**config.mk**
```make
export PLATFORM = sky130hd
export DESIGN_NAME = rfcm_cfg
export DESIGN_NICKNAME = d
export VERILOG_FILES = /design/src/rtl/core/rfcm_pkg.sv /design/src/rtl/core/rfcm_cfg.sv
export SDC_FILE = /design/constraint.sdc
export NUM_CORES = 2
export LEC_CHECK = 0
export BUFFER_PORTS_ARGS = -buffer_cell sky130_fd_sc_hd__buf_2
export CAP_MARGIN = 5
export CORE_MARGIN = 2
export CORE_UTILIZATION = 45
export DETAILED_ROUTE_END_ITERATION = 8
export PLACE_DENSITY_LB_ADDON = 0.08
export SYNTH_ARGS = -nofsm -noshare
export SYNTH_HDL_FRONTEND = slang
export SYNTH_SLANG_ARGS = --single-unit
```
**constraint.sdc**
```tcl
create_clock -name clk -period 10.6 [get_ports clk]
set_input_delay 0 -clock clk [delete_from_list [all_inputs] [get_ports clk]]
set_output_delay 0 -clock clk [all_outputs]
set_load 0.02 [all_outputs]
```
**src/rtl/core/rfcm_pkg.sv**
```systemverilog
// shared types, constants and width helpers for the rotate-fit coordinate mapper
`timescale 1ns / 1ps

package rfcm_pkg;

    localparam int COORD_W       = 24;
    localparam int DEF_FRAC_BITS = 8;
    localparam int DEF_DIM_BITS  = 12;
    localparam int CFG_IDX_W     = 3;

    typedef enum logic [CFG_IDX_W-1:0] {
        REG_NATIVE_WIDTH   = 3'd0,
        REG_NATIVE_HEIGHT  = 3'd1,
        REG_VIDEO_WIDTH    = 3'd2,
        REG_VIDEO_HEIGHT   = 3'd3,
        REG_QUARTER_TURNS  = 3'd4,
        REG_CROP_MODE      = 3'd5,
        REG_TRIM_TOLERANCE = 3'd6
    } cfg_reg_t;

    typedef enum logic [1:0] {
        ROT_0   = 2'd0,
        ROT_90  = 2'd1,
        ROT_180 = 2'd2,
        ROT_270 = 2'd3
    } rot_t;

    typedef enum logic {
        CMD_TO_NATIVE = 1'b0,
        CMD_TO_VIDEO  = 1'b1
    } cmd_t;

    // control that rides along with an item through the divider
    typedef struct packed {
        cmd_t cmd;
        logic neg_x;
        logic neg_y;
    } tag_t;

    function automatic int max_int(input int a, input int b);
        return (a > b) ? a : b;
    endfunction

    // signed width of a rotated coordinate before scaling
    function automatic int rot_width(input int dim, input int frac);
        return max_int(COORD_W, dim + frac + 1) + 2;
    endfunction

    // signed width of the rounding dividend
    function automatic int dvd_width(input int dim, input int frac);
        return max_int(rot_width(dim, frac) + dim + 2, 2 * dim + 1 + frac) + 2;
    endfunction

endpackage

```
**src/rtl/core/rfcm_cfg.sv**
```systemverilog
// configuration registers and derived scale ratio and centering offsets
`timescale 1ns / 1ps

module rfcm_cfg
    import rfcm_pkg::*;
#(
    parameter int COORD_FRAC_BITS = DEF_FRAC_BITS,
    parameter int DIM_BITS        = DEF_DIM_BITS
)(
    input  logic                                 clk,
    input  logic                                 rst_n,
    input  logic                                 cfg_we,
    input  logic [CFG_IDX_W-1:0]                 cfg_index,
    input  logic [DIM_BITS-1:0]                  cfg_data,
    output rot_t                                 quarter_turns,
    output logic signed [DIM_BITS+COORD_FRAC_BITS:0] wm1,
    output logic signed [DIM_BITS+COORD_FRAC_BITS:0] hm1,
    output logic [DIM_BITS+COORD_FRAC_BITS-1:0]  xmax,
    output logic [DIM_BITS+COORD_FRAC_BITS-1:0]  ymax,
    output logic [DIM_BITS-1:0]                  num,
    output logic [DIM_BITS-1:0]                  den,
    output logic signed [2*DIM_BITS:0]           offx,
    output logic signed [2*DIM_BITS:0]           offy
);

    localparam int W1_W  = DIM_BITS + COORD_FRAC_BITS + 1;
    localparam int XM_W  = DIM_BITS + COORD_FRAC_BITS;
    localparam int PR_W  = 2 * DIM_BITS;
    localparam int OFF_W = 2 * DIM_BITS + 1;

    logic [DIM_BITS-1:0] nw_reg, nh_reg, vw_reg, vh_reg, tol_reg;
    rot_t                qt_reg;
    logic                crop_reg;

    logic [DIM_BITS-1:0] rw, rh;
    logic                swap, unset, trim, pick_x, special_next;
    logic [PR_W-1:0]     pxr, pyr;
    logic [DIM_BITS-1:0] num_next, den_next;
    logic [DIM_BITS-1:0] num_reg, den_reg;
    logic                special_reg;
    logic [PR_W-1:0]     nwd, rwn, nhd, rhn;
    logic signed [OFF_W-1:0] offx_next, offy_next, offx_reg, offy_reg;

    always_ff @(posedge clk or negedge rst_n)
    begin
        if (!rst_n)
        begin
            nw_reg   <= '0;
            nh_reg   <= '0;
            vw_reg   <= '0;
            vh_reg   <= '0;
            tol_reg  <= '0;
            qt_reg   <= ROT_0;
            crop_reg <= 1'b0;
        end
        else if (cfg_we)
        begin
            unique case (cfg_reg_t'(cfg_index))
                REG_NATIVE_WIDTH:   nw_reg   <= cfg_data;
                REG_NATIVE_HEIGHT:  nh_reg   <= cfg_data;
                REG_VIDEO_WIDTH:    vw_reg   <= cfg_data;
                REG_VIDEO_HEIGHT:   vh_reg   <= cfg_data;
                REG_QUARTER_TURNS:  qt_reg   <= rot_t'(cfg_data[1:0]);
                REG_CROP_MODE:      crop_reg <= cfg_data[0];
                REG_TRIM_TOLERANCE: tol_reg  <= cfg_data;
                default: ;
            endcase
        end
    end

    always_comb
    begin
        swap  = (qt_reg == ROT_90) || (qt_reg == ROT_270);
        rw    = swap ? vh_reg : vw_reg;
        rh    = swap ? vw_reg : vh_reg;
        unset = (nw_reg == '0) || (nh_reg == '0) || (vw_reg == '0) || (vh_reg == '0);
        // unrotated full-width video at most the trim tolerance of rows shorter than the screen stays 1:1
        trim  = (qt_reg == ROT_0) && (rw == nw_reg) && (rh < nh_reg) &&
                ((nh_reg - rh) <= tol_reg);
        pxr   = PR_W'(nw_reg) * PR_W'(rh);
        pyr   = PR_W'(nh_reg) * PR_W'(rw);
        pick_x = crop_reg ? (pxr >= pyr) : (pxr <= pyr);
        special_next = unset || trim;
        if (special_next)
        begin
            num_next = DIM_BITS'(1);
            den_next = DIM_BITS'(1);
        end
        else
        begin
            num_next = pick_x ? nw_reg : nh_reg;
            den_next = pick_x ? rw : rh;
        end
    end

    always_ff @(posedge clk or negedge rst_n)
    begin
        if (!rst_n)
        begin
            num_reg     <= DIM_BITS'(1);
            den_reg     <= DIM_BITS'(1);
            special_reg <= 1'b1;
        end
        else
        begin
            num_reg     <= num_next;
            den_reg     <= den_next;
            special_reg <= special_next;
        end
    end

    // offsets kept in units of 1/(2*den) pixel
    always_comb
    begin
        nwd = PR_W'(nw_reg) * PR_W'(den_reg);
        rwn = PR_W'(rw) * PR_W'(num_reg);
        nhd = PR_W'(nh_reg) * PR_W'(den_reg);
        rhn = PR_W'(rh) * PR_W'(num_reg);
        if (special_reg)
        begin
            offx_next = '0;
            offy_next = '0;
        end
        else
        begin
            offx_next = $signed({1'b0, nwd}) - $signed({1'b0, rwn});
            offy_next = $signed({1'b0, nhd}) - $signed({1'b0, rhn});
        end
    end

    always_ff @(posedge clk or negedge rst_n)
    begin
        if (!rst_n)
        begin
            offx_reg <= '0;
            offy_reg <= '0;
        end
        else
        begin
            offx_reg <= offx_next;
            offy_reg <= offy_next;
        end
    end

    assign quarter_turns = qt_reg;
    assign wm1  = $signed((W1_W'(vw_reg) - W1_W'(1)) << COORD_FRAC_BITS);
    assign hm1  = $signed((W1_W'(vh_reg) - W1_W'(1)) << COORD_FRAC_BITS);
    assign xmax = (vw_reg == '0) ? '0 : ((XM_W'(vw_reg) - XM_W'(1)) << COORD_FRAC_BITS);
    assign ymax = (vh_reg == '0) ? '0 : ((XM_W'(vh_reg) - XM_W'(1)) << COORD_FRAC_BITS);
    assign num  = num_reg;
    assign den  = den_reg;
    assign offx = offx_reg;
    assign offy = offy_reg;

endmodule

```
### After elaboration in Yosys (flattened, before gate mapping)

Index checks and enable logic that the tools add are counted.

| cells by class | value |
|---|---|
| add/sub/neg operators | 7 |
| multipliers | 6 |
| $lt $le $gt $ge | 4 |
| eq/ne operators | 9 |
| multiplexer cells | 11 |
| reductions and logical operators | 21 |

Operators by type and width:

| kind | number |
|---|---|
| 12-bit by 12-bit multiplier with 24-bit output | 6 |
| 12-bit two-way mux | 6 |
| 25-bit two-way mux | 2 |
| 24-bit by 24-bit subtractor with 25-bit output | 2 |
| 12-bit zero test | 4 |
| 20-bit two-way mux | 2 |
| 12-bit by 1-bit subtractor with 13-bit output (second input constant) | 2 |
| 24-bit >= comparator | 1 |
| 24-bit less-or-equal comparator | 1 |
| 12-bit by 1-bit subtractor with 12-bit output (second input constant) | 2 |
| 2-bit AND reduction | 7 |
| 12-bit equality test | 1 |
| 12-bit less-or-equal comparator | 1 |
| 12-bit < comparator | 1 |
| 12-bit subtractor | 1 |
| 3-bit equality test (second input constant) | 3 |
| 3-bit by 2-bit equality test with 1-bit output (second input constant) | 2 |
| 1-bit logical OR | 5 |
| 3-bit by 1-bit equality test with 1-bit output (second input constant) | 1 |
| 1-bit logical AND | 3 |
| 3-bit zero test | 1 |
| 2-bit by 1-bit equality test with 1-bit output (second input constant) | 1 |
| 2-bit equality test (second input constant) | 1 |
| 2-bit zero test | 1 |
| 1-bit two-way mux | 1 |

| storage, ports and cells | value |
|---|---|
| register bits after elaboration | 138 |
| bits of input ports | 18 |
| output and inout bits | 158 |
| word-level logic and storage cells | 70 |

### Depth between registers and ports, before layout

| logic depth | value |
|---|---|
| depth in word-level cells | 9 |
| depth in mapped cells | 36 |
| mapped depth without buffers | 30 |

### Least setup slack after synthesis

Ideal clock, no wire load.

| path | value |
|---|---|
| kind | register -> register |
| start | register qt_reg[0] (netlist: quarter_turns[0]) |
| end | register num_reg[10] (netlist: num[10]) |
| library setup time | 124 ps |
| arrival time | 7449 ps |
| required time | 10476 ps |
| path slack | 3027 ps |
| cell stages (with the launch flop) | 35 |
| path buffers | 6 |
| period minus slack after synthesis | 7573 ps |
| cell sequence | dfrtp_1 buf_6 clkbuf_8 buf_2 mux2_2 clkbuf_1 and2_1 fa_1 inv_1 fa_1 inv_1 fa_1 fa_1 inv_1 fa_1 inv_1 ha_1 clkbuf_1 a21oi_1 nand2_1 o21ai_0 o211ai_1 a31oi_1 a21oi_1 xor2_1 ha_1 a21o_1 a21o_1 a21oi_1 o21ai_1 or2_2 mux2_2 buf_2 nand3_1 a21oi_2 |

| on the way | value |
|---|---|
| longest elaborated chain between the ends | 9 |
| elaborated cells between the ends (all ways) | 21 |
| classes of those cells | add/sub: 1; mul: 2; order compare: 4; eq/ne: 3; mux: 5; reduce/logical: 6 |

Ends and longest elaborated chain:

| what | line | text |
|---|---|---|
| start, declared | rfcm_cfg.sv:32 | `rot_t qt_reg;` |
| start signal, assigned | rfcm_cfg.sv:63 | `REG_QUARTER_TURNS: qt_reg <= rot_t'(cfg_data[1:0]);` |
| parallel branches: the longest is 8 deep, another holds 12-bit by 12-bit multiplier with 24-bit output | n/a |  |
| 12-bit two-way mux (*) | rfcm_cfg.sv:84 | `if (special_next)` |
| named net num_next[10] | rfcm_cfg.sv:38 | `logic [DIM_BITS-1:0] num_next, den_next;` |
| end signal, assigned | rfcm_cfg.sv:106 | `num_reg <= num_next;` |
| end, declared | rfcm_cfg.sv:39 | `logic [DIM_BITS-1:0] num_reg, den_reg;` |

Mark *: on every way through the listed nets, which the timed path passes.
A chain may end at the register's enable or synchronous reset.

### Final worst setup path

| path | value |
|---|---|
| start | register qt_reg[0] (netlist: quarter_turns[0]) |
| end | register den_reg[8] (netlist: den[8]) |

| on the way | value |
|---|---|
| longest elaborated chain between the ends | 9 |
| elaborated cells between the ends (all ways) | 21 |
| classes of those cells | add/sub: 1; mul: 2; order compare: 4; eq/ne: 3; mux: 5; reduce/logical: 6 |

Ends and longest elaborated chain:

| what | line | text |
|---|---|---|
| parallel branches: the longest is 8 deep, another holds 12-bit by 12-bit multiplier with 24-bit output | n/a |  |
| 12-bit two-way mux (*) | rfcm_cfg.sv:84 |  |
| named net den_next[8] | rfcm_cfg.sv:38 |  |
| end signal, assigned | rfcm_cfg.sv:107 | `den_reg <= den_next;` |
| end, declared | rfcm_cfg.sv:39 |  |

Marked as above.

==> flow_summary.yaml <==
grt:
  grt_pass1_vias: 27699
  track_usage: 0.2474
  grt_max_degree: 74
  grt.overflow.total: 0
  antenna_found_initial: 4
  grt_pass1_wl_um: 159300
clock_network:
  numCtsBuffers: 17
  htree_num_levels: 4
  cts_root_buffer: "clkbuf_16"
  clk_pin_slew_ps: 80
  cts_tree: "done"
  cts_setup_buffers: 0
  clock_latency_ps: 500
  cts.path.max_buffers: 2
  cts_num_sinks: 138
routing:
  ant_nets: 0
  first_pass_iters: 6
  drtIter0Drc: 1325
  route.detailed.drc: 0
  viasPerCell: 5.107
  wire_per_inst_um: 18.98
  wl_um: 97310
  vias: 26177
job:
  maxCapViolCount: 0
worst_setup_path:
  cpMaxStageDelayCell: "dfrtp_1"
  cpMostUsedCell: "fa_1"
  critPathArrivalTime_ps: 9470
  crit_type: "reg -> reg"
  critPathMaxStageDelay_ps: 940
  worstPathRequired_ps: 11010
  crit_path_end_kind: "flip-flop"
  crit_path_start_kind: "flip-flop"
  cp_max_fo: 26
placed_design:
  placedInstanceArea_mm2: 0.03811
  dp_cells: 5076
  gp_congestion: 0.8215
  portBuffers: 143
  dpl.hpwl_um: 76360
cells_and_area:
  layout_common_cells: "inv_1, fa_1, nand2_1"
  final_cells: 5126
  areaGrowthSynthToFinish_pct: 5.893
  final_area_mm2: 0.03883
  final_util: 0.4820
  final_common_cell: "inv_1"
  fin_nets: 5145
  drive_gt1_frac: 0.08979
sta:
  slew_headroom: 0.2047
  drv_slew: 0
  fin_crit_ps: 9064
  hold_viol: 0
  worst_pin_slew_ps: 1187
  fmax_mhz: 110.3
  finalClockSkew_ps: 24.73
  rsz0062_at_grt: "no"
  setup_violations: 0
  setup_tns_ps: 0
  period_share: 0.8551
logic_synthesis:
  synth_cell_type_count: 84
  yosys.area.top_type: "fa_1"
  synth_seq_cells: 138
  yosysWarnings: 0
  dominantRegCellSynth: "dfrtp_1"
  postSynthAreaPerCell_um2: 9.128
  synth_area_leaders: "fa_1, ha_1, dfrtp_1"
  synth_edf_count: 0
  synthArstFlopShare: 1.000
  synth.cell_area_mm2: 0.03667
  seq_area_frac_synth: 0.09428
  synth_top_area_frac: 0.3784
  synth_cells: 4017
die:
  start_util: 0.4552
  die_w_um: 289.5
  core_mm2: 0.08055
  rows: 104
  dieArea_mm2: 0.08378
  ios: 176
  fp.dieH_um: 289.5
status:
  outcome: "completed"
min_path:
  hp-class: "in -> async"
==> area by class of cell <==
cell class,count,area [µm²]
flip-flops and latches,138,3461
fillers,7869,41720
diodes,1,2.502
repair buffers,218,1328
multi-input cells,2804,28890
clock inverters,15,115.1
well taps,1060,1326
inverters,873,3279
clock buffers,17,425.4
==> cells by family after synthesis <==
| group | share of synthesized area |
|---|---|
| buffers and inverters | 0.1215 |
| AOI/OAI and AO/OA | 0.04781 |
| muxes | 0.02849 |
| adders and majority gates | 0.5087 |
| xor gates and xnor gates | 0.02651 |
| and+or+nand+nor | 0.1726 |
| other | 0.0001023 |
| DFF | 0.09428 |
==> worst paths after layout <==
| kind | cells after the start | startpoint | slack [ps] | to |
|---|---|---|---|---|
| min | 2 | rst_n | 80 | offy[6] |
| min in group clk | 4 | cfg_data[1] | 350 | vw_reg[1] |
| max reg2reg | 29 | quarter_turns[0] | 1540 | den[8] |
| max in group asynchronous | 3 | rst_n | 9020 | nh_reg[7] |
| min reg2reg | 1 | tol_reg[3] | 510 | tol_reg[3] |
| max | 29 | quarter_turns[0] | 1540 | den[8] |
==> cell usage after synthesis, drive strengths merged, types with 45 or more instances <==
cell	count
inv	872
fa	693
nand2	453
and2	434
ha	382
clkbuf	183
dfrtp	135
nor2	88
mux2	83
a21oi	77
nor2b	74
xnor2	67
o21ai	56
buf	49
nor3	47
a21o	45
==> metal layers <==
| layer | GRT usage | vias to the layer above | wire length, µm |
|---|---|---|---|
| met5 | 0 | - | 0 |
| met4 | 0.05361 | 0 | 1652 |
| met3 | 0.03646 | 81 | 5146 |
| met2 | 0.3934 | 593 | 44470 |
| met1 | 0.3583 | 13441 | 46050 |
| li1 | - | 12062 | - |
==> repair_timing <==
action	CTS	global route
endpoints found under the setup margin	0	0
hold buffers	17	0
endpoints found under the hold margin	128	0
gates resized for setup	0	0
==> per-stage QoR <==
step                hold slack (ps)  setup WS, ps
global placement              51.51          1810
finish                        79.41          1536
floorplan                    -295.6          3027
CTS                           87.43          1674
detailed placement            59.91          1726
global route                  162.7         994.0
==> critical path, delay by kind of cell, from the launching register on <==
| family | cells | cell delay (ps) |
|---|---|---|
| compound gates | 5 | 960 |
| mux | 3 | 1170 |
| buf+inv | 5 | 530 |
| simple gates | 9 | 2300 |
| flops | 1 | 940 |
| fa+ha+maj | 7 | 3080 |
Power is left out: the tool's default activity adds up to more than one toggle a clock period on the data nets, which glitch-free logic cannot reach.
