File: src/rtl/core/rfcm_pkg.sv
// shared types, constants and width helpers for the rotate-fit coordinate mapper
`timescale 1ns / 1ps

package rfcm_pkg;

    localparam int COORD_W       = 24;
    localparam int DEF_FRAC_BITS = 8;
    localparam int DEF_DIM_BITS  = 12;
    localparam int CFG_IDX_W     = 3;

    typedef enum logic [CFG_IDX_W-1:0] {
        REG_NATIVE_WIDTH   = 3'd0,
        REG_NATIVE_HEIGHT  = 3'd1,
        REG_VIDEO_WIDTH    = 3'd2,
        REG_VIDEO_HEIGHT   = 3'd3,
        REG_QUARTER_TURNS  = 3'd4,
        REG_CROP_MODE      = 3'd5,
        REG_TRIM_TOLERANCE = 3'd6
    } cfg_reg_t;

    typedef enum logic [1:0] {
        ROT_0   = 2'd0,
        ROT_90  = 2'd1,
        ROT_180 = 2'd2,
        ROT_270 = 2'd3
    } rot_t;

    typedef enum logic {
        CMD_TO_NATIVE = 1'b0,
        CMD_TO_VIDEO  = 1'b1
    } cmd_t;

    // control that rides along with an item through the divider
    typedef struct packed {
        cmd_t cmd;
        logic neg_x;
        logic neg_y;
    } tag_t;

    function automatic int max_int(input int a, input int b);
        return (a > b) ? a : b;
    endfunction

    // signed width of a rotated coordinate before scaling
    function automatic int rot_width(input int dim, input int frac);
        return max_int(COORD_W, dim + frac + 1) + 2;
    endfunction

    // signed width of the rounding dividend
    function automatic int dvd_width(input int dim, input int frac);
        return max_int(rot_width(dim, frac) + dim + 2, 2 * dim + 1 + frac) + 2;
    endfunction

endpackage

File: src/rtl/core/rfcm_back.sv
// floor fix-up, inverse rotation, clamp and saturation into the output register
`timescale 1ns / 1ps

module rfcm_back
    import rfcm_pkg::*;
#(
    parameter int COORD_FRAC_BITS = DEF_FRAC_BITS,
    parameter int DIM_BITS        = DEF_DIM_BITS
)(
    input  logic                                 clk,
    input  logic                                 rst_n,
    input  logic                                 adv,
    input  logic                                 in_valid,
    input  tag_t                                 in_tag,
    input  logic [dvd_width(DIM_BITS, COORD_FRAC_BITS)-2:0] in_q_x,
    input  logic [dvd_width(DIM_BITS, COORD_FRAC_BITS)-2:0] in_q_y,
    input  logic [DIM_BITS:0]                    in_rem_x,
    input  logic [DIM_BITS:0]                    in_rem_y,
    input  rot_t                                 quarter_turns,
    input  logic signed [DIM_BITS+COORD_FRAC_BITS:0] wm1,
    input  logic signed [DIM_BITS+COORD_FRAC_BITS:0] hm1,
    input  logic [DIM_BITS+COORD_FRAC_BITS-1:0]  xmax,
    input  logic [DIM_BITS+COORD_FRAC_BITS-1:0]  ymax,
    output logic                                 out_valid,
    output logic signed [COORD_W-1:0]            out_x,
    output logic signed [COORD_W-1:0]            out_y
);

    localparam int A_W = dvd_width(DIM_BITS, COORD_FRAC_BITS);
    localparam int R_W = A_W + 1;
    localparam logic signed [R_W-1:0] SAT_HI = R_W'(2 ** (COORD_W - 1) - 1);
    localparam logic signed [R_W-1:0] SAT_LO = R_W'(-(2 ** (COORD_W - 1)));

    logic v1_reg, v2_reg, v3_reg;
    cmd_t cmd1_reg, cmd2_reg;
    logic signed [A_W-1:0] qx_next, qy_next, qx1_reg, qy1_reg;
    logic signed [R_W-1:0] rx_next, ry_next, rx2_reg, ry2_reg;
    logic signed [R_W-1:0] cx, cy, xmax_s, ymax_s;
    logic signed [COORD_W-1:0] ox_next, oy_next, ox_reg, oy_reg;

    always_ff @(posedge clk or negedge rst_n)
    begin
        if (!rst_n)
        begin
            v1_reg <= 1'b0;
            v2_reg <= 1'b0;
            v3_reg <= 1'b0;
        end
        else if (adv)
        begin
            v1_reg <= in_valid;
            v2_reg <= v1_reg;
            v3_reg <= v2_reg;
        end
    end

    // negative dividend: floor is minus the ceiling of the magnitude quotient
    always_comb
    begin
        if (in_tag.neg_x)
            qx_next = -($signed(A_W'(in_q_x)) + $signed(A_W'(in_rem_x != '0)));
        else
            qx_next = $signed(A_W'(in_q_x));
        if (in_tag.neg_y)
            qy_next = -($signed(A_W'(in_q_y)) + $signed(A_W'(in_rem_y != '0)));
        else
            qy_next = $signed(A_W'(in_q_y));
    end

    always_comb
    begin
        if (cmd1_reg == CMD_TO_NATIVE)
        begin
            rx_next = R_W'(qx1_reg);
            ry_next = R_W'(qy1_reg);
        end
        else
        begin
            unique case (quarter_turns)
                ROT_90:
                begin
                    rx_next = R_W'(qy1_reg);
                    ry_next = R_W'(hm1) - R_W'(qx1_reg);
                end
                ROT_180:
                begin
                    rx_next = R_W'(wm1) - R_W'(qx1_reg);
                    ry_next = R_W'(hm1) - R_W'(qy1_reg);
                end
                ROT_270:
                begin
                    rx_next = R_W'(wm1) - R_W'(qy1_reg);
                    ry_next = R_W'(qx1_reg);
                end
                default:
                begin
                    rx_next = R_W'(qx1_reg);
                    ry_next = R_W'(qy1_reg);
                end
            endcase
        end
    end

    always_comb
    begin
        xmax_s = $signed(R_W'(xmax));
        ymax_s = $signed(R_W'(ymax));
        cx = rx2_reg;
        cy = ry2_reg;
        if (cmd2_reg == CMD_TO_VIDEO)
        begin
            if (rx2_reg < 0)
                cx = '0;
            else if (rx2_reg > xmax_s)
                cx = xmax_s;
            if (ry2_reg < 0)
                cy = '0;
            else if (ry2_reg > ymax_s)
                cy = ymax_s;
        end
        if (cx > SAT_HI)
            ox_next = COORD_W'(SAT_HI);
        else if (cx < SAT_LO)
            ox_next = COORD_W'(SAT_LO);
        else
            ox_next = COORD_W'(cx);
        if (cy > SAT_HI)
            oy_next = COORD_W'(SAT_HI);
        else if (cy < SAT_LO)
            oy_next = COORD_W'(SAT_LO);
        else
            oy_next = COORD_W'(cy);
    end

    always_ff @(posedge clk)
    begin
        if (adv)
        begin
            cmd1_reg <= in_tag.cmd;
            qx1_reg  <= qx_next;
            qy1_reg  <= qy_next;
            cmd2_reg <= cmd1_reg;
            rx2_reg  <= rx_next;
            ry2_reg  <= ry_next;
            ox_reg   <= ox_next;
            oy_reg   <= oy_next;
        end
    end

    assign out_valid = v3_reg;
    assign out_x     = ox_reg;
    assign out_y     = oy_reg;

endmodule
File: config.mk
export PLATFORM = sky130hd
export DESIGN_NAME = rfcm_back
export DESIGN_NICKNAME = d
export VERILOG_FILES = /design/src/rtl/core/rfcm_pkg.sv /design/src/rtl/core/rfcm_back.sv
export SDC_FILE = /design/constraint.sdc
export NUM_CORES = 1
export LEC_CHECK = 0
export BUFFER_PORTS_ARGS = -buffer_cell sky130_fd_sc_hd__buf_2
export CORE_MARGIN = 3
export CORE_UTILIZATION = 60
export DETAILED_ROUTE_END_ITERATION = 10
export GPL_TIMING_DRIVEN = 0
export PLACE_DENSITY = 0.93
export SYNTH_ARGS = -nofsm -noshare
export SYNTH_HDL_FRONTEND = slang
export SYNTH_SLANG_ARGS = --single-unit
File: constraint.sdc
create_clock -name clk -period 5.74 [get_ports clk]
set_input_delay 0.287 -clock clk [delete_from_list [all_inputs] [get_ports clk]]
set_output_delay 0.287 -clock clk [all_outputs]
set_load 0.02 [all_outputs]
==> Word-level counts from Yosys, hierarchy flattened <==
Cells that the tools add are included.
{ "op_classes": {"mux": 14, "n_reduce_logical": 2, "add_sub_neg": 8, "n_eq_ne": 3, "magnitude_cmp": 8} }
{ "op_table": {"columns": ["op", "n"], "rows": [
  ["$mux 43", 8],
  ["$pmux 43 s3", 2],
  ["$sub 21x42->43", 4],
  ["$gt 43x21->1", 2],
  ["$gt 43x24->1 const B", 2],
  ["$lt 43x1->1 const B", 2],
  ["$lt 43x24->1 const B", 2],
  ["$add 41x1->42", 2],
  ["$neg 42->42", 2],
  ["$mux 41", 2],
  ["$mux 24", 2],
  ["$reduce_bool 13->1", 2],
  ["$eq 2x2->1 const B", 2],
  ["$eq 2x1->1 const B", 1]
]} }
{ "totals": {"output_inout_bits": 49, "wordCells": 48, "inputBits": 199, "register_bits": 223} }

==> Depth between registers and ports, before layout <==
Gate-level depths: netlist (run 1).
{ "depth": {"depth_word": 6, "depth_mapped": 17, "depth_no_buf": 17} }

==> Worst setup path before layout (run 1) <==
No wires, ideal clock.
{ "synth_path": {"path_kind": "input to register", "startpoint": "in quarter_turns[0]", "endpoint": "reg ry2_reg[41] (data pin)", "stages": 16, "t_arrival_ns": 4.002, "t_required_ns": 5.475, "path_buffers": 2, "setup_time_ns": 0.265, "path_slack_ns": 1.473, "cell_sequence": "inv_1 ha_1 clkbuf_1 clkbuf_1 mux2i_1 ha_1 or2_2 a31oi_1 a211oi_1 o311a_1 o41ai_1 a41oi_1 a221o_1 a21oi_1 xor2_1 a21oi_1"} }
{ "synth_via": {"elab_chain_len": 3, "word_cells_on_any_way": 5, "classes_between": "eq/ne: 3; mux: 2"} }
{ "synth_rtl": {"columns": ["element", "line", "rtl"], "rows": [
  ["start, declared", "rfcm_back.sv:19", "input rot_t quarter_turns,"],
  ["$eq 2x2->1 or $eq 2x1->1 (tied branches)", "rfcm_back.sv:79", "unique case (quarter_turns)"],
  ["$pmux 43 s3 *", "rfcm_back.sv:79", null],
  ["$mux 43 *", "rfcm_back.sv:72", "if (cmd1_reg == CMD_TO_NATIVE)"],
  ["named net ry_next[41]", "rfcm_back.sv:37", "logic signed [R_W-1:0] rx_next, ry_next, rx2_reg, ry2_reg;"],
  ["end signal, assigned", "rfcm_back.sv:144", "ry2_reg <= ry_next;"],
  ["end, declared", "rfcm_back.sv:37", null]
]} }
Mark *: on every way through the listed nets, which the timed path passes. The rest lies on a longest branch.
A chain may end at the register's enable or synchronous reset.

==> Worst setup path in the final report (run 1) <==
Same ends and word-level chain as after synthesis.

==> impl_metrics.yaml, run 1 <==
clock_network:
  cts_made_buffers: 24
  cts_tree: "yes"
  ctsResizeCount: 0
  cts-root-buf: "clkbuf_16"
  clk_latency_ps: 530
  clock_path_buffers: 3
  cts_sinks: 223
  path_clk_slew_ps: 60
  htree_levels: 1
die:
  num_io_pins: 248
  core_mm2: 0.0338
  start_util_pct: 61.2
  dieArea_mm2: 0.0367
  die_h_um: 192
  fp.dieW_um: 192
  num_rows: 67
synth:
  synth_top_area_share_pct: 32.0
  synthArstFlopShare_pct: 1.35
  synth_edf_count: 220
  synth-seq-cells: 223
  synth_cell_types: 72
  netlist_area_mm2: 0.0207
  ys.flop_type: "edfxtp_1"
  synth_cells: 2323
  synth_top_cell_by_area: "edfxtp_1"
  syn-num-nets: 2738
  synth.top_cells.by_area: "edfxtp_1, ha_1, mux2i_1"
  yosys_warnings: 0
  ys_seq_area_share_pct: 32.3
  syn_area_per_cell_um2: 8.90
timing:
  fin_skew_ps: 11.7
  worstMarginPinSlew_ps: 1030
  tns_ps: 0
  rsz0062_at_grt: "false"
  finalHoldViolations: 0
  period_share_pct: 86.9
  max_freq_mhz: 201
  min_period_ps: 4990
  drv_slew: 0
  setup_violations: 0
  relSlewSlack_pct: 31.0
power_and_ir_drop:
  sw_frac_of_total_pct: 36.6
  clkPwrFrac_pct: 24.1
  pwr-share-comb_pct: 38.9
  power_leakage_uw: 0.0103
  power.density_mw_per_mm2: 263
  vdd_drop_max_uv: 185
  netSwitchingPower_uw: 2240
  intPower_uw: 3880
  power_frac_seq_pct: 37.0
critical_path:
  crit_type: "in -> reg"
  end_kind: "flop"
  crit_required_ps: 6000
  critPathLaunchType: "input pin"
  r2r_setup_slack_ps: 1340
  r2r-end: "ry2_reg[41]"
  critPathLaunch: "quarter_turns[0]"
  worst_r2r_path_depth: 13
  r2r_start: "qy1_reg[1]"
  crit_fanout: 10
  cp.arrival_ps: 5250
drt:
  postRouteAntennaNets: 0
  drt_iter0_drc: 1863
  drcViolationCount: 0
  vias_per_cell: 6.39
  vias: 19590
  routed_wl_um: 62200
  drt_pass1_iterations: 6
  avgRoutedWirePerCell_um: 20.3
grt:
  grt_pass1_vias: 18897
  antenna_found_initial: 2
  grt_pass1_wl_um: 95900
  grt_max_degree: 119
  gr-usage-all-layers_pct: 32.7
  grt-ovfl-total: 0
cells_and_area:
  final_cell_mix: "buf_2, edfxtp_1, ha_1"
  layout-area-overhead-vs-synth_pct: 12.6
  seq_area_mm2: 0.00668
  n_antenna_cell: 0
  multi_input_area_mm2: 0.0130
  n_fill_cell: 2656
  drive_above_1_share_pct: 12.1
  stdcell_area_mm2: 0.0233
  mostFrequentLayoutCell: "buf_2"
  nets: 3013
flow_run:
  maxCapViolations: 0
place:
  postPlaceCellArea_mm2: 0.0225
  numPortBuffers: 245
  routabilityCongestion: 1.03
  hpwl_um: 50500
hold_path:
  min_path_type: "in -> async"
run_status:
  status: "complete, no violations"
synth_stat cells, types with 10 or more instances:
cell type,count
a211oi_1,28
a21o_1,86
a21oi_1,181
a221o_1,21
a221oi_1,45
a31oi_1,21
and2_1,13
and3_1,49
clkbuf_1,78
edfxtp_1,220
ha_1,214
inv_1,161
mux2_2,13
mux2i_1,121
nand2_1,157
nand2b_1,24
nand3_1,35
nand4_1,38
nor2_1,212
nor2b_1,28
nor3_1,32
nor4_1,20
o211ai_1,17
o21a_1,31
o21ai_0,171
o21bai_1,17
o22ai_1,10
o31ai_1,12
or4_1,11
xnor2_1,64
xor2_1,62
routing by layer:
| metal | GRT usage [%] | vias to the layer above | routed length (µm) | part of all wire [%] |
|---|---|---|---|---|
| met4 | 14.0 | 4 | 3000 | 4.8 |
| met1 | 42.0 | 9075 | 24500 | 39 |
| met5 | 0 | - | 14 | 0.023 |
| met2 | 55.9 | 1044 | 28700 | 46 |
| met3 | 3.85 | 188 | 6000 | 9.6 |
| li1 | - | 9279 | - | - |
stage by stage:
stage | hold WS [ps] | utilization (%) | std cells | total power [µW] | setup WS (ps)
after floorplan | -8.59 | - | 2323 | 3890 | 1470
after global placement | 79.7 | 66.5 | 3016 | 4510 | 350
after detailed placement | 84.8 | 66.6 | 3017 | 4580 | 362
after CTS | 67.9 | 68.9 | 3064 | 6070 | 850
after global routing | 74.1 | 68.9 | 3064 | 6450 | 438
final | 82.7 | 68.9 | 3064 | 6120 | 753
worst max path at each step:
stage             endpoint  slack (ps)  cells after the start
3_3_place_gp   ry2_reg[41]         350                     17
6_report       ry2_reg[41]         750                     17
3_5_place_dp   ry2_reg[41]         360                     17
4_1_cts        ry2_reg[41]         850                     17
5_1_grt        ry2_reg[41]         440                     17
2_1_floorplan  ry2_reg[41]        1470                     16
cell families after synthesis:
| kind of cell | Yosys count | synth area share, % |
|---|---|---|
| AOI/OAI and AO/OA | 717 | 22.7 |
| and+or+nand+nor | 657 | 15.3 |
| buffers and inverters | 250 | 4.61 |
| DFF | 223 | 32.3 |
| adders and majority gates | 216 | 13.1 |
| muxes | 134 | 6.57 |
| xor gates and xnor gates | 126 | 5.34 |
critical path: stages:
cell and delay, ps:
buf_2 130, inv_1 90, ha_1 150, clkbuf_1 510, clkbuf_1 580, mux2i_1 280
ha_1 290, or2_2 310, a31oi_1 220, a211oi_1 120, o311a_1 480, o41ai_1 680
a41oi_1 320, a221o_1 360, a21oi_1 190, xor2_1 160, a21oi_1 80
power groups by stage:
stage,clock network [µW],registers (µW),logic [µW]
detailed placement,0,2280,2300
global route,1560,2280,2610
CTS,1490,2250,2320
floorplan,0,2240,1650
finish,1480,2270,2380
global placement,0,2280,2230
what timing repair did:
item,in CTS,in global routing
hold endpoints to repair,5,0
hold buffers,3,0
setup buffers,0,0
cell type report:
cell class | instances | area share, %
buffer | 89 | 1.50
clock buffer | 28 | 2.74
clock inverter | 16 | 0.494
inverter | 161 | 2.60
multi-input combinational | 1850 | 56.0
sequential | 223 | 28.7
tap | 448 | 2.41
timing repair buffer | 249 | 5.56
No activity file was read; power rests on OpenSTA's default activity.
==> inputs of run 2 (changes only) <==
--- a/config.mk
+++ b/config.mk
@@ -6,8 +6,11 @@
 export NUM_CORES = 1
 export LEC_CHECK = 0
 export BUFFER_PORTS_ARGS = -buffer_cell sky130_fd_sc_hd__buf_2
+export CELL_PAD_IN_SITES_DETAIL_PLACEMENT = 0
+export CELL_PAD_IN_SITES_GLOBAL_PLACEMENT = 2
 export CORE_MARGIN = 3
-export CORE_UTILIZATION = 60
+export CORE_UTILIZATION = 37
+export CTS_CLUSTER_DIAMETER = 150
 export DETAILED_ROUTE_END_ITERATION = 10
 export GPL_TIMING_DRIVEN = 0
 export PLACE_DENSITY = 0.93
==> impl_metrics.yaml, run 2 (synthesis gave the netlist of run 1 again) <==
run_status:
  status: "complete, no violations"
timing:
  min_period_ps: 5040
  fin_skew_ps: 25.1
  finalHoldViolations: 0
  drv_slew: 0
  max_freq_mhz: 198
  setup_violations: 0
  rsz0062_at_grt: "false"
  tns_ps: 0
  worstMarginPinSlew_ps: 923
  setup_slack_ps: 696
  period_share_pct: 87.9
  relSlewSlack_pct: 38.2
clock_network:
  htree_levels: 1
  cts_made_buffers: 27
  ctsResizeCount: 0
  cts_sinks: 223
  cts-root-buf: "clkbuf_16"
  clk_latency_ps: 570
  path_clk_slew_ps: 60
  clock_path_buffers: 3
  cts_tree: "yes"
die:
  num_io_pins: 248
  die_h_um: 242
  fp.dieW_um: 242
  core_mm2: 0.0552
  num_rows: 86
  start_util_pct: 37.4
  dieArea_mm2: 0.0587
drt:
  drt_iter0_drc: 1188
  drcViolationCount: 0
  vias_per_cell: 5.57
  vias: 18794
  avgRoutedWirePerCell_um: 20.3
  routed_wl_um: 68500
  postRouteAntennaNets: 0
  drt_pass1_iterations: 4
critical_path:
  cp.arrival_ps: 5330
  r2r_start: "ry2_reg[41]"
  crit_required_ps: 6030
  crit_type: "in -> reg"
  r2r_setup_slack_ps: 1170
  critPathLaunchType: "input pin"
  endpoint: "ry2_reg[41]"
  worst_r2r_path_depth: 10
  slowest_delay_ps: 690
  end_kind: "flop"
  critPathSlowestCell: "o41ai_1"
  crit_path_cell_trace: "buf_2 -> inv_1 -> ha_1 -> clkbuf_1 -> clkbuf_1 -> mux2i_1 -> ha_1 -> or2_2 -> a31oi_1 -> a211oi_1 -> o311a_1 -> o41ai_1 -> a41oi_1 -> a221o_1 -> a21oi_1 -> xor2_1 -> a21oi_1"
  critPathLaunch: "quarter_turns[0]"
  crit_fanout: 10
  r2r-end: "out_y[14]"
cells_and_area:
  drive_above_1_share_pct: 12.5
  nets: 3016
  layout-area-overhead-vs-synth_pct: 15.1
  mostFrequentLayoutCell: "buf_2"
  final_cell_mix: "buf_2, edfxtp_1, ha_1"
power_and_ir_drop:
  vdd_drop_max_uv: 193
  power_leakage_uw: 0.0104
  power.density_mw_per_mm2: 266
place:
  numPortBuffers: 245
  routabilityCongestion: 0.935
  pre_cts_slack_ps: 177
  hpwl_um: 57300
grt:
  gr-usage-all-layers_pct: 22.5
  grt_pass1_vias: 18381
  grt-ovfl-total: 0
  grt_max_degree: 121
  antenna_found_initial: 4
  grt_pass1_wl_um: 105000
hold_path:
  min_path_type: "in -> reg"
flow_run:
  maxCapViolations: 0
-- run 2: worst min path at each step --
stage               startpoint        end  slack, ps  depth (start not counted)
CTS                   xmax[10]  out_x[10]         10                          2
finish                 xmax[8]   out_x[8]         40                          2
global route           xmax[7]   out_x[7]         30                          2
detailed placement       rst_n     v1_reg         80                          1
floorplan                rst_n  out_valid         -9                          0
global placement         rst_n  out_valid         80                          1
-- run 2: power breakdown --
group          internal [µW]  switching (µW)
sequential              2070             216
clock                    982             684
combinational            968            1410
-- run 2: critical path: cells and delay by family --
family,cells,cell delay (ps)
AOI/OAI and AO/OA,8,2500
adders and majority gates,2,430
muxes,1,260
buffers and inverters,4,1370
xor gates and xnor gates,1,160
and+or+nand+nor,1,310
-- run 2: repair_timing --
item / in CTS / in global routing
hold buffers: 3 / 0
buffers inserted: 0 / 0
hold endpoints to repair: 5 / 0
-- run 2: metal layers --
| metal | vias to the layer above | routed length, µm | GRT usage [%] |
|---|---|---|---|
| li1 | 9302 | - | - |
| met1 | 8908 | 31700 | 30.8 |
| met2 | 520 | 32000 | 38.3 |
| met3 | 64 | 3360 | 1.91 |
| met4 | 0 | 1380 | 5.53 |
| met5 | - | 0 | 0 |
-- run 2: through the flow --
step                cells  total power [µW]  utilization, %  hold WS, ps  cell area [µm²]
floorplan            2323              3890               -        -8.59            20700
global placement     3316              4620            41.4         79.2            22800
detailed placement   3317              4650            41.4         82.3            22900
CTS                  3369              6340            43.1         11.1            23800
global route         3372              6710            43.1         29.4            23800
finish               3372              6330            43.1         35.9            23800
-- run 2: layout make-up --
cell class	instances	area (µm²)
Inverter	161	604
Multi-Input combinational cell	1850	13000
Buffer	89	349
Sequential cell	223	6680
Antenna cell	3	7.51
Timing Repair Buffer	249	1290
Clock buffer	35	766
Fill cell	5498	31400
Tap cell	748	936
Clock inverter	14	113
