## src/rtl/core/rfcm_pkg.sv

```systemverilog
// shared types, constants and width helpers for the rotate-fit coordinate mapper
`timescale 1ns / 1ps

package rfcm_pkg;

    localparam int COORD_W       = 24;
    localparam int DEF_FRAC_BITS = 8;
    localparam int DEF_DIM_BITS  = 12;
    localparam int CFG_IDX_W     = 3;

    typedef enum logic [CFG_IDX_W-1:0] {
        REG_NATIVE_WIDTH   = 3'd0,
        REG_NATIVE_HEIGHT  = 3'd1,
        REG_VIDEO_WIDTH    = 3'd2,
        REG_VIDEO_HEIGHT   = 3'd3,
        REG_QUARTER_TURNS  = 3'd4,
        REG_CROP_MODE      = 3'd5,
        REG_TRIM_TOLERANCE = 3'd6
    } cfg_reg_t;

    typedef enum logic [1:0] {
        ROT_0   = 2'd0,
        ROT_90  = 2'd1,
        ROT_180 = 2'd2,
        ROT_270 = 2'd3
    } rot_t;

    typedef enum logic {
        CMD_TO_NATIVE = 1'b0,
        CMD_TO_VIDEO  = 1'b1
    } cmd_t;

    // control that rides along with an item through the divider
    typedef struct packed {
        cmd_t cmd;
        logic neg_x;
        logic neg_y;
    } tag_t;

    function automatic int max_int(input int a, input int b);
        return (a > b) ? a : b;
    endfunction

    // signed width of a rotated coordinate before scaling
    function automatic int rot_width(input int dim, input int frac);
        return max_int(COORD_W, dim + frac + 1) + 2;
    endfunction

    // signed width of the rounding dividend
    function automatic int dvd_width(input int dim, input int frac);
        return max_int(rot_width(dim, frac) + dim + 2, 2 * dim + 1 + frac) + 2;
    endfunction

endpackage

```

## src/rtl/core/rfcm_front.sv

```systemverilog
// input capture, forward rotation, scaling multiply and dividend build
`timescale 1ns / 1ps

module rfcm_front
    import rfcm_pkg::*;
#(
    parameter int COORD_FRAC_BITS = DEF_FRAC_BITS,
    parameter int DIM_BITS        = DEF_DIM_BITS
)(
    input  logic                                 clk,
    input  logic                                 rst_n,
    input  logic                                 adv,
    input  logic                                 in_valid,
    input  cmd_t                                 in_cmd,
    input  logic signed [COORD_W-1:0]            in_x,
    input  logic signed [COORD_W-1:0]            in_y,
    input  rot_t                                 quarter_turns,
    input  logic signed [DIM_BITS+COORD_FRAC_BITS:0] wm1,
    input  logic signed [DIM_BITS+COORD_FRAC_BITS:0] hm1,
    input  logic [DIM_BITS-1:0]                  num,
    input  logic [DIM_BITS-1:0]                  den,
    input  logic signed [2*DIM_BITS:0]           offx,
    input  logic signed [2*DIM_BITS:0]           offy,
    output logic                                 out_valid,
    output tag_t                                 out_tag,
    output logic [dvd_width(DIM_BITS, COORD_FRAC_BITS)-2:0] out_mag_x,
    output logic [dvd_width(DIM_BITS, COORD_FRAC_BITS)-2:0] out_mag_y,
    output logic [DIM_BITS:0]                    out_div
);

    localparam int V_W = rot_width(DIM_BITS, COORD_FRAC_BITS);
    localparam int P_W = V_W + DIM_BITS + 1;
    localparam int A_W = dvd_width(DIM_BITS, COORD_FRAC_BITS);
    localparam int M_W = A_W - 1;

    logic v1_reg, v2_reg, v3_reg, v4_reg, v5_reg;
    cmd_t cmd1_reg, cmd2_reg, cmd3_reg, cmd4_reg;
    logic signed [COORD_W-1:0] x1_reg, y1_reg;
    logic signed [V_W-1:0]     vx_next, vy_next, vx2_reg, vy2_reg;
    logic [DIM_BITS-1:0]       mul, dd3_reg, dd4_reg;
    logic signed [P_W-1:0]     px_next, py_next, px3_reg, py3_reg;
    logic signed [A_W-1:0]     ax_next, ay_next, ax4_reg, ay4_reg;
    logic signed [A_W-1:0]     offx_term, offy_term;
    logic [M_W-1:0]            mx5_reg, my5_reg;
    tag_t                      tag5_reg;
    logic [DIM_BITS:0]         div5_reg;

    always_ff @(posedge clk or negedge rst_n)
    begin
        if (!rst_n)
        begin
            v1_reg <= 1'b0;
            v2_reg <= 1'b0;
            v3_reg <= 1'b0;
            v4_reg <= 1'b0;
            v5_reg <= 1'b0;
        end
        else if (adv)
        begin
            v1_reg <= in_valid;
            v2_reg <= v1_reg;
            v3_reg <= v2_reg;
            v4_reg <= v3_reg;
            v5_reg <= v4_reg;
        end
    end

    // forward direction rotates first, inverse rotates after the divide
    always_comb
    begin
        if (cmd1_reg == CMD_TO_VIDEO)
        begin
            vx_next = V_W'(x1_reg);
            vy_next = V_W'(y1_reg);
        end
        else
        begin
            unique case (quarter_turns)
                ROT_90:
                begin
                    vx_next = V_W'(hm1) - V_W'(y1_reg);
                    vy_next = V_W'(x1_reg);
                end
                ROT_180:
                begin
                    vx_next = V_W'(wm1) - V_W'(x1_reg);
                    vy_next = V_W'(hm1) - V_W'(y1_reg);
                end
                ROT_270:
                begin
                    vx_next = V_W'(y1_reg);
                    vy_next = V_W'(wm1) - V_W'(x1_reg);
                end
                default:
                begin
                    vx_next = V_W'(x1_reg);
                    vy_next = V_W'(y1_reg);
                end
            endcase
        end
    end

    always_comb
    begin
        mul     = (cmd2_reg == CMD_TO_VIDEO) ? den : num;
        px_next = vx2_reg * $signed({1'b0, mul});
        py_next = vy2_reg * $signed({1'b0, mul});
    end

    // rounding dividend: 2*v*mul +/- off*one + divisor/2
    always_comb
    begin
        offx_term = A_W'(offx) <<< COORD_FRAC_BITS;
        offy_term = A_W'(offy) <<< COORD_FRAC_BITS;
        if (cmd3_reg == CMD_TO_VIDEO)
        begin
            ax_next = (A_W'(px3_reg) <<< 1) - offx_term + $signed(A_W'(dd3_reg));
            ay_next = (A_W'(py3_reg) <<< 1) - offy_term + $signed(A_W'(dd3_reg));
        end
        else
        begin
            ax_next = (A_W'(px3_reg) <<< 1) + offx_term + $signed(A_W'(dd3_reg));
            ay_next = (A_W'(py3_reg) <<< 1) + offy_term + $signed(A_W'(dd3_reg));
        end
    end

    always_ff @(posedge clk)
    begin
        if (adv)
        begin
            cmd1_reg <= in_cmd;
            x1_reg   <= in_x;
            y1_reg   <= in_y;

            cmd2_reg <= cmd1_reg;
            vx2_reg  <= vx_next;
            vy2_reg  <= vy_next;

            cmd3_reg <= cmd2_reg;
            px3_reg  <= px_next;
            py3_reg  <= py_next;
            dd3_reg  <= (cmd2_reg == CMD_TO_VIDEO) ? num : den;

            cmd4_reg <= cmd3_reg;
            ax4_reg  <= ax_next;
            ay4_reg  <= ay_next;
            dd4_reg  <= dd3_reg;

            tag5_reg.cmd   <= cmd4_reg;
            tag5_reg.neg_x <= ax4_reg[A_W-1];
            tag5_reg.neg_y <= ay4_reg[A_W-1];
            mx5_reg  <= ax4_reg[A_W-1] ? M_W'(-ax4_reg) : M_W'(ax4_reg);
            my5_reg  <= ay4_reg[A_W-1] ? M_W'(-ay4_reg) : M_W'(ay4_reg);
            div5_reg <= {dd4_reg, 1'b0};
        end
    end

    assign out_valid = v5_reg;
    assign out_tag   = tag5_reg;
    assign out_mag_x = mx5_reg;
    assign out_mag_y = my5_reg;
    assign out_div   = div5_reg;

endmodule

```

## config.mk

```make
export PLATFORM = sky130hd
export DESIGN_NAME = rfcm_front
export DESIGN_NICKNAME = d
export VERILOG_FILES = /design/src/rtl/core/rfcm_pkg.sv /design/src/rtl/core/rfcm_front.sv
export SDC_FILE = /design/constraint.sdc
export NUM_CORES = 2
export LEC_CHECK = 0
export BUFFER_PORTS_ARGS = -buffer_cell sky130_fd_sc_hd__buf_2
export CORE_MARGIN = 2
export CORE_UTILIZATION = 53
export DETAILED_ROUTE_END_ITERATION = 6
export MAX_ROUTING_LAYER = met4
export PLACE_DENSITY_LB_ADDON = 0.05
export SYNTH_ARGS = -nofsm -noshare
export SYNTH_HDL_FRONTEND = slang
export SYNTH_SLANG_ARGS = --single-unit
```

## constraint.sdc

```tcl
create_clock -name clk -period 8.6 [get_ports clk]
set_input_delay 0.43 -clock clk [delete_from_list [all_inputs] [get_ports clk]]
set_output_delay 0.43 -clock clk [all_outputs]
set_load 0.02 [all_outputs]
```

Word level (Yosys, flattened, before mapping)
Index checks and enable logic that the tools add are counted.
{ "word_totals": {"register_bits": 392, "inputBits": 171, "wordCells": 52} }
{ "classes": {"add_sub_neg": 12, "n_mul": 2, "eq_ne": 3, "muxes": 10} }
{ "ops": {"columns": ["cell", "count"], "rows": [
  ["$add 41x13->42", 4],
  ["$pmux 26 s3", 2],
  ["$mux 42", 2],
  ["$add 40x33->41", 2],
  ["$mux 41", 2],
  ["$neg 41->41", 2],
  ["$sub 40x33->41", 2],
  ["$mul 26x13->39", 2],
  ["$mux 26", 2],
  ["$sub 21x24->25", 2],
  ["$mux 12", 2],
  ["$eq 2x2->1 const B", 2],
  ["$eq 2x1->1 const B", 1]
]} }

Logic depth before layout (Yosys ltp)
{ "logic_depth": {"ltp_word": 3, "ltp_mapped": 26, "ltp_nobuf": 23} }

Worst setup path before layout
Ideal clock, no wire load.
{ "synth_timing": {"path_type": "register to register", "from": "register cmd2_reg", "to": "register px3_reg[37] (data pin)", "setup_time_ns": 0.257, "arrival_ns": 6.705, "slack_ns": 1.638, "path_stages_with_launch": 26, "path_buffers": 3, "path_cell_list": "edfxtp_1 > clkbuf_1 > buf_1 > mux2_2 > clkbuf_1 > and2_1 > fa_1 > inv_1 > fa_1 > inv_1 > fa_1 > fa_1 > inv_1 > fa_1 > inv_1 > ha_1 > a21oi_1 > a21oi_1 > a22oi_1 > o22ai_1 > o41ai_1 > o22ai_1 > or2_2 > a31o_2 > a21bo_2 > xor2_1"} }
{ "synth_via": {"elab_chain_len": 2} }
{ "synth_rtl": {"columns": ["item", "line", "text"], "rows": [
  ["start: declaration", "rfcm_front.sv:37", "cmd_t cmd1_reg, cmd2_reg, cmd3_reg, cmd4_reg;"],
  ["start signal: assignment", "rfcm_front.sv:135", "cmd2_reg <= cmd1_reg;"],
  ["$mux 12", "rfcm_front.sv:105", "mul = (cmd2_reg == CMD_TO_VIDEO) ? den : num;"],
  ["$mul 26x13->39", "rfcm_front.sv:106", "px_next = vx2_reg * $signed({1'b0, mul});"],
  ["named net px_next[37]", "rfcm_front.sv:41", "logic signed [P_W-1:0] px_next, py_next, px3_reg, py3_reg;"],
  ["end signal: assignment", "rfcm_front.sv:140", "px3_reg <= px_next;"],
  ["end: declaration", "rfcm_front.sv:41", null]
]} }
The timed path passes the listed nets, and every way through them passes these cells.
A chain may end at the register's enable or synchronous reset.

Worst setup path after layout
{ "layout_timing": {"from": "register cmd2_reg", "to": "register py3_reg[38] (data pin)"} }
{ "layout_via": {"elab_chain_len": 2} }
{ "layout_rtl": {"columns": ["item", "line", "text"], "rows": [
  ["$mux 12", "rfcm_front.sv:105", null],
  ["$mul 26x13->39", "rfcm_front.sv:107", "py_next = vy2_reg * $signed({1'b0, mul});"],
  ["named net py_next[38]", "rfcm_front.sv:41", null],
  ["end signal: assignment", "rfcm_front.sv:141", "py3_reg <= py_next;"],
  ["end: declaration", "rfcm_front.sv:41", null]
]} }
The timed path passes the listed nets, and every way through them passes these cells.

==> results by stage <==
Drt:
- The routed layout has 37800 vias.
- After detailed routing, the number of remaining DRC violations is 0.
- Before antenna repair, the detailed router went through 7 iterations.
- The count of nets left with antenna violations once routing finished came out at 0.
- The wire length after detailed routing is 128000 um.
- In this run, the number of DRC markers left after iteration 0 of detailed routing was 2371.
- Dividing the detail-routed wire length by the instance count gives 18.4 um.
- The mean number of vias per cell is 5.43.

Timing:
- The number of failing setup endpoints in the final timing report is 0.
- The shortest period the worst path allows is 8.06 ns.
- Setup repair after global routing left no endpoint under its margin.
- The number of endpoints with negative hold slack in the final report is 0.
- The maximum clock rate is 124 MHz.
- The max-slew violation count came to 0.
- The worst clock skew is 0.0204 ns.
- Headroom to the max-slew limit came out at 25.6%.
- The sum of negative setup slack is 0 ns.
- The transition time at the pin with the least slew margin is 1.09 ns.
- After layout, the worst setup slack is 0.535 ns.
- The share of the clock period used by the worst path after layout is 93.8%.

Setup path:
- STA puts the critical path data arrival time at 8.42 ns.
- The critical path startpoint category is a flop.
- By instance count, the cell type seen most on the critical path is sky130_fd_sc_hd__fa_1.
- Of all nets on the critical path, the largest fanout is 41.
- The delay contributed by the slowest stage of the critical path is 0.89 ns.
- The required time at the endpoint of the critical path is 8.96 ns.
- The worst-case reg-to-reg path depth is 22.
- Traced cell by cell, the critical path runs through buf_4 > mux2_2 > nand2_1 > fa_1 > fa_1 > inv_1 > fa_1 > fa_1 > inv_1 > fa_1 > inv_1 > ha_1 > a21o_1 > a21o_1 > a21oi_1 > o21a_1 > a211oi_1 > o41ai_1 > o31ai_1 > a221oi_1 > o21bai_1 > xnor2_1.
- For this design, the slowest cell found on the critical path is sky130_fd_sc_hd__mux2_2.
- The critical path in this run is classified as flop to flop.
- The worst setup path is captured at a flop.

Clocking:
- The tree is rooted in a sky130_fd_sc_hd__clkbuf_16.
- For this design, the sink count on the clock tree is 386.
- The number of clock buffers inserted by TritonCTS is 46.
- The number of setup buffers added after CTS is 0.
- TritonCTS built the clock tree.
- The clock insertion delay at the later pin of the skew report is 0.63 ns.
- After clock tree synthesis, the clock-pin slew on the worst setup and hold paths is 0.06 ns.
- The H-tree generated during clock tree synthesis spans 2 levels.
- The maximum root-to-sink buffer count is 3.

Logic synthesis:
- During synthesis, Yosys emitted a total of 0 warnings.
- In this run, distinct cell masters in the synthesized netlist total 79.
- The gate count after technology mapping is 5449.
- Summed over all instances, the cell type with the most area after synthesis is sky130_fd_sc_hd__edfxtp_1.
- The share of async-settable or async-resettable flops after synthesis is 1.30%.
- The number of synthesized register bits is 386.
- The mapped netlist covers 50500 um^2.
- The sequential element share of the synthesized area is 22.9%.
- Yosys attributes the largest share of cell area to sky130_fd_sc_hd__edfxtp_1 23%, sky130_fd_sc_hd__fa_1 22%, sky130_fd_sc_hd__ha_1 13%, sky130_fd_sc_hd__inv_1 7.7%, sky130_fd_sc_hd__nand2_1 3.8%.
- The net count after synthesis is 6702.
- Among all flip-flop cells after synthesis, the most frequent one is sky130_fd_sc_hd__edfxtp_1.
- The post-synthesis area per instance is 9.27 um^2.
- The area share of the leading cell type in the synthesized netlist is 22.6%.
- The count of flip-flops with a built-in enable after synthesis is 381.

Global route:
- The first global-routing pass estimated 204000 um of wire.
- Across every metal layer, demand over resource in global routing totals 27.2%.
- Global routing finished with a remaining overflow of 0.
- Entering global routing, the biggest net connects 180 pins.
- The number of antenna violations at the first check in global routing came to 11.
- The number of global-route vias before repair was 38000.

Min path:
- The type of the worst min-delay path is primary input to flop.
- Counting instances, the worst hold path has a depth of 2.

Finish:
- The fill cell instance count of the final layout is 8631.
- The relative area change from synthesis to final layout is 8.99%.
- Cells fill 58.1% of the core in the end.
- Cells with a size suffix above 1 make up 8.01% of the layout.
- The finished layout holds 6966 standard cells, fillers aside.
- The final layout contains 6913 nets.

Floorplan:
- The die is 313 um tall.
- The site row count is 113.
- The die extent in x is 313 um.
- The initial utilization of the core area, before any placement, comes to 53.3%.
- The number of top-level design ports is 270.
- The total core area is 94700 um^2.
- The die covers 97800 um^2.

Placement:
- The placer's final routability congestion estimate is 0.941.
- The post-placement cell count is 6826.
- The worst setup slack before clock tree synthesis is 0.540 ns.
- The HPWL after detailed placement is 104000 um.
- In this run the tool buffered the top-level ports with 268 buffer cells.

Job:
- Max-cap violations in this run came to 0.

Outcome:
- The run finished with clean final reports.
==> kinds of logic (layout without fill, tap and decap cells) <==
kind of cell	after synthesis	after routing	synth area share [%]
compound gates	1028	1028	13.0
fa+ha+maj	1082	1082	35.2
other cells	1	7	0.00742
buf+inv	1226	1472	9.13
mux	55	55	1.17
flops	386	386	22.9
simple gates	1356	1356	13.1
xor+xnor	315	315	5.46
==> layout make-up <==
class	instances	area (um^2)	area share [%]
antenna	6	15.0	0.0273
clock buffer	54	1180	2.15
clock inverter	29	317	0.575
inverter	1033	3880	7.04
multi-input combinational	3837	34400	62.4
sequential	386	11600	21.0
tap	1265	1580	2.87
timing repair buffer	356	2150	3.91
==> critical path: cells and delay by family, from the launching register on <==
family | cells | cell delay (ns)
xor+xnor | 1 | 0.14
mux | 1 | 0.89
compound gates | 9 | 2.52
simple gates | 1 | 0.16
fa+ha+maj | 6 | 2.84
buf+inv | 4 | 0.51
flops | 1 | 0.66
==> cells in the mapped netlist (7+ instances only) <==
cell type and instances:
sky130_fd_sc_hd__inv_1 1031, sky130_fd_sc_hd__fa_1 564, sky130_fd_sc_hd__ha_1 518, sky130_fd_sc_hd__nand2_1 511, sky130_fd_sc_hd__edfxtp_1 381, sky130_fd_sc_hd__a21oi_1 290
sky130_fd_sc_hd__o21ai_0 225, sky130_fd_sc_hd__xnor2_1 218, sky130_fd_sc_hd__nor2_1 207, sky130_fd_sc_hd__and2_1 197, sky130_fd_sc_hd__clkbuf_1 178, sky130_fd_sc_hd__a21o_1 144
sky130_fd_sc_hd__nor2b_1 136, sky130_fd_sc_hd__xor2_1 97, sky130_fd_sc_hd__nand3_1 74, sky130_fd_sc_hd__nor3_1 49, sky130_fd_sc_hd__a211oi_1 40, sky130_fd_sc_hd__nand2b_1 40
sky130_fd_sc_hd__o21a_1 36, sky130_fd_sc_hd__nand4_1 33, sky130_fd_sc_hd__a31oi_1 31, sky130_fd_sc_hd__mux2_2 31, sky130_fd_sc_hd__o21bai_1 30, sky130_fd_sc_hd__o31ai_1 30
sky130_fd_sc_hd__mux2i_1 24, sky130_fd_sc_hd__o22ai_1 24, sky130_fd_sc_hd__or3_1 23, sky130_fd_sc_hd__and3_1 22, sky130_fd_sc_hd__o211ai_1 22, sky130_fd_sc_hd__or4_1 18
sky130_fd_sc_hd__a221oi_1 15, sky130_fd_sc_hd__a22oi_1 14, sky130_fd_sc_hd__a31o_2 13, sky130_fd_sc_hd__o41ai_1 13, sky130_fd_sc_hd__buf_1 12, sky130_fd_sc_hd__or2_2 11
sky130_fd_sc_hd__a21boi_0 10, sky130_fd_sc_hd__nor4_1 10, sky130_fd_sc_hd__a221o_1 8, sky130_fd_sc_hd__a311oi_1 7, sky130_fd_sc_hd__nand3b_1 7, sky130_fd_sc_hd__o221ai_1 7
==> path summary, 6_finish.rpt <==
kind / startpoint / slack (ns) / endpoint
setup reg to reg: cmd2_reg / 0.54 / py3_reg[38]
hold reg to reg: dd4_reg[10] / 0.42 / out_div[11]
max in group asynchronous: rst_n / 8.31 / v3_reg
hold / removal: den[6] / 0.13 / dd3_reg[6]
min in group asynchronous: rst_n / 0.16 / v1_reg
setup / recovery: cmd2_reg / 0.54 / py3_reg[38]
==> layer usage <==
metal / routed length (um) / GRT usage [%] / part of all wire, %
met5: 0 / - / 0
met4: 2600 / 5.81 / 2.0
met3: 6900 / 2.94 / 5.4
met2: 59000 / 43.8 / 46
met1: 59400 / 37.4 / 46
==> repair_timing <==
action | CTS | global route
hold endpoints to repair | 55 | 0
gates resized for setup | 0 | 0
hold buffers | 51 | 0
==> through the flow <==
step	instance area (um^2)	hold slack, ns
after floorplan	50500	0.134
after global placement	53000	0.248
after detailed placement	53000	0.250
after CTS	55000	0.0915
after global routing	55100	0.128
final	55100	0.133
==> layout by cell type, fill, tap and decap left out, types with 30 or more instances in the layout <==
| cell | Yosys | layout |
|---|---|---|
| sky130_fd_sc_hd__inv_1 | 1031 | 1031 |
| sky130_fd_sc_hd__fa_1 | 564 | 564 |
| sky130_fd_sc_hd__ha_1 | 518 | 518 |
| sky130_fd_sc_hd__nand2_1 | 511 | 511 |
| sky130_fd_sc_hd__edfxtp_1 | 381 | 381 |
| sky130_fd_sc_hd__a21oi_1 | 290 | 290 |
| sky130_fd_sc_hd__buf_2 | 0 | 267 |
| sky130_fd_sc_hd__o21ai_0 | 225 | 225 |
| sky130_fd_sc_hd__xnor2_1 | 218 | 218 |
| sky130_fd_sc_hd__nor2_1 | 207 | 207 |
| sky130_fd_sc_hd__and2_1 | 197 | 197 |
| sky130_fd_sc_hd__a21o_1 | 144 | 144 |
| sky130_fd_sc_hd__nor2b_1 | 136 | 136 |
| sky130_fd_sc_hd__xor2_1 | 97 | 97 |
| sky130_fd_sc_hd__nand3_1 | 74 | 74 |
| sky130_fd_sc_hd__dlygate4sd3_1 | 0 | 51 |
| sky130_fd_sc_hd__nor3_1 | 49 | 49 |
| sky130_fd_sc_hd__clkbuf_16 | 0 | 46 |
| sky130_fd_sc_hd__nand2b_1 | 40 | 40 |
| sky130_fd_sc_hd__a211oi_1 | 40 | 40 |
| sky130_fd_sc_hd__o21a_1 | 36 | 36 |
| sky130_fd_sc_hd__buf_4 | 3 | 36 |
| sky130_fd_sc_hd__nand4_1 | 33 | 33 |
| sky130_fd_sc_hd__mux2_2 | 31 | 31 |
| sky130_fd_sc_hd__a31oi_1 | 31 | 31 |
| sky130_fd_sc_hd__o21bai_1 | 30 | 30 |
| sky130_fd_sc_hd__o31ai_1 | 30 | 30 |
Power is not shown: default switching activity piles up to over one toggle a cycle in this logic, so the estimate is an artifact.
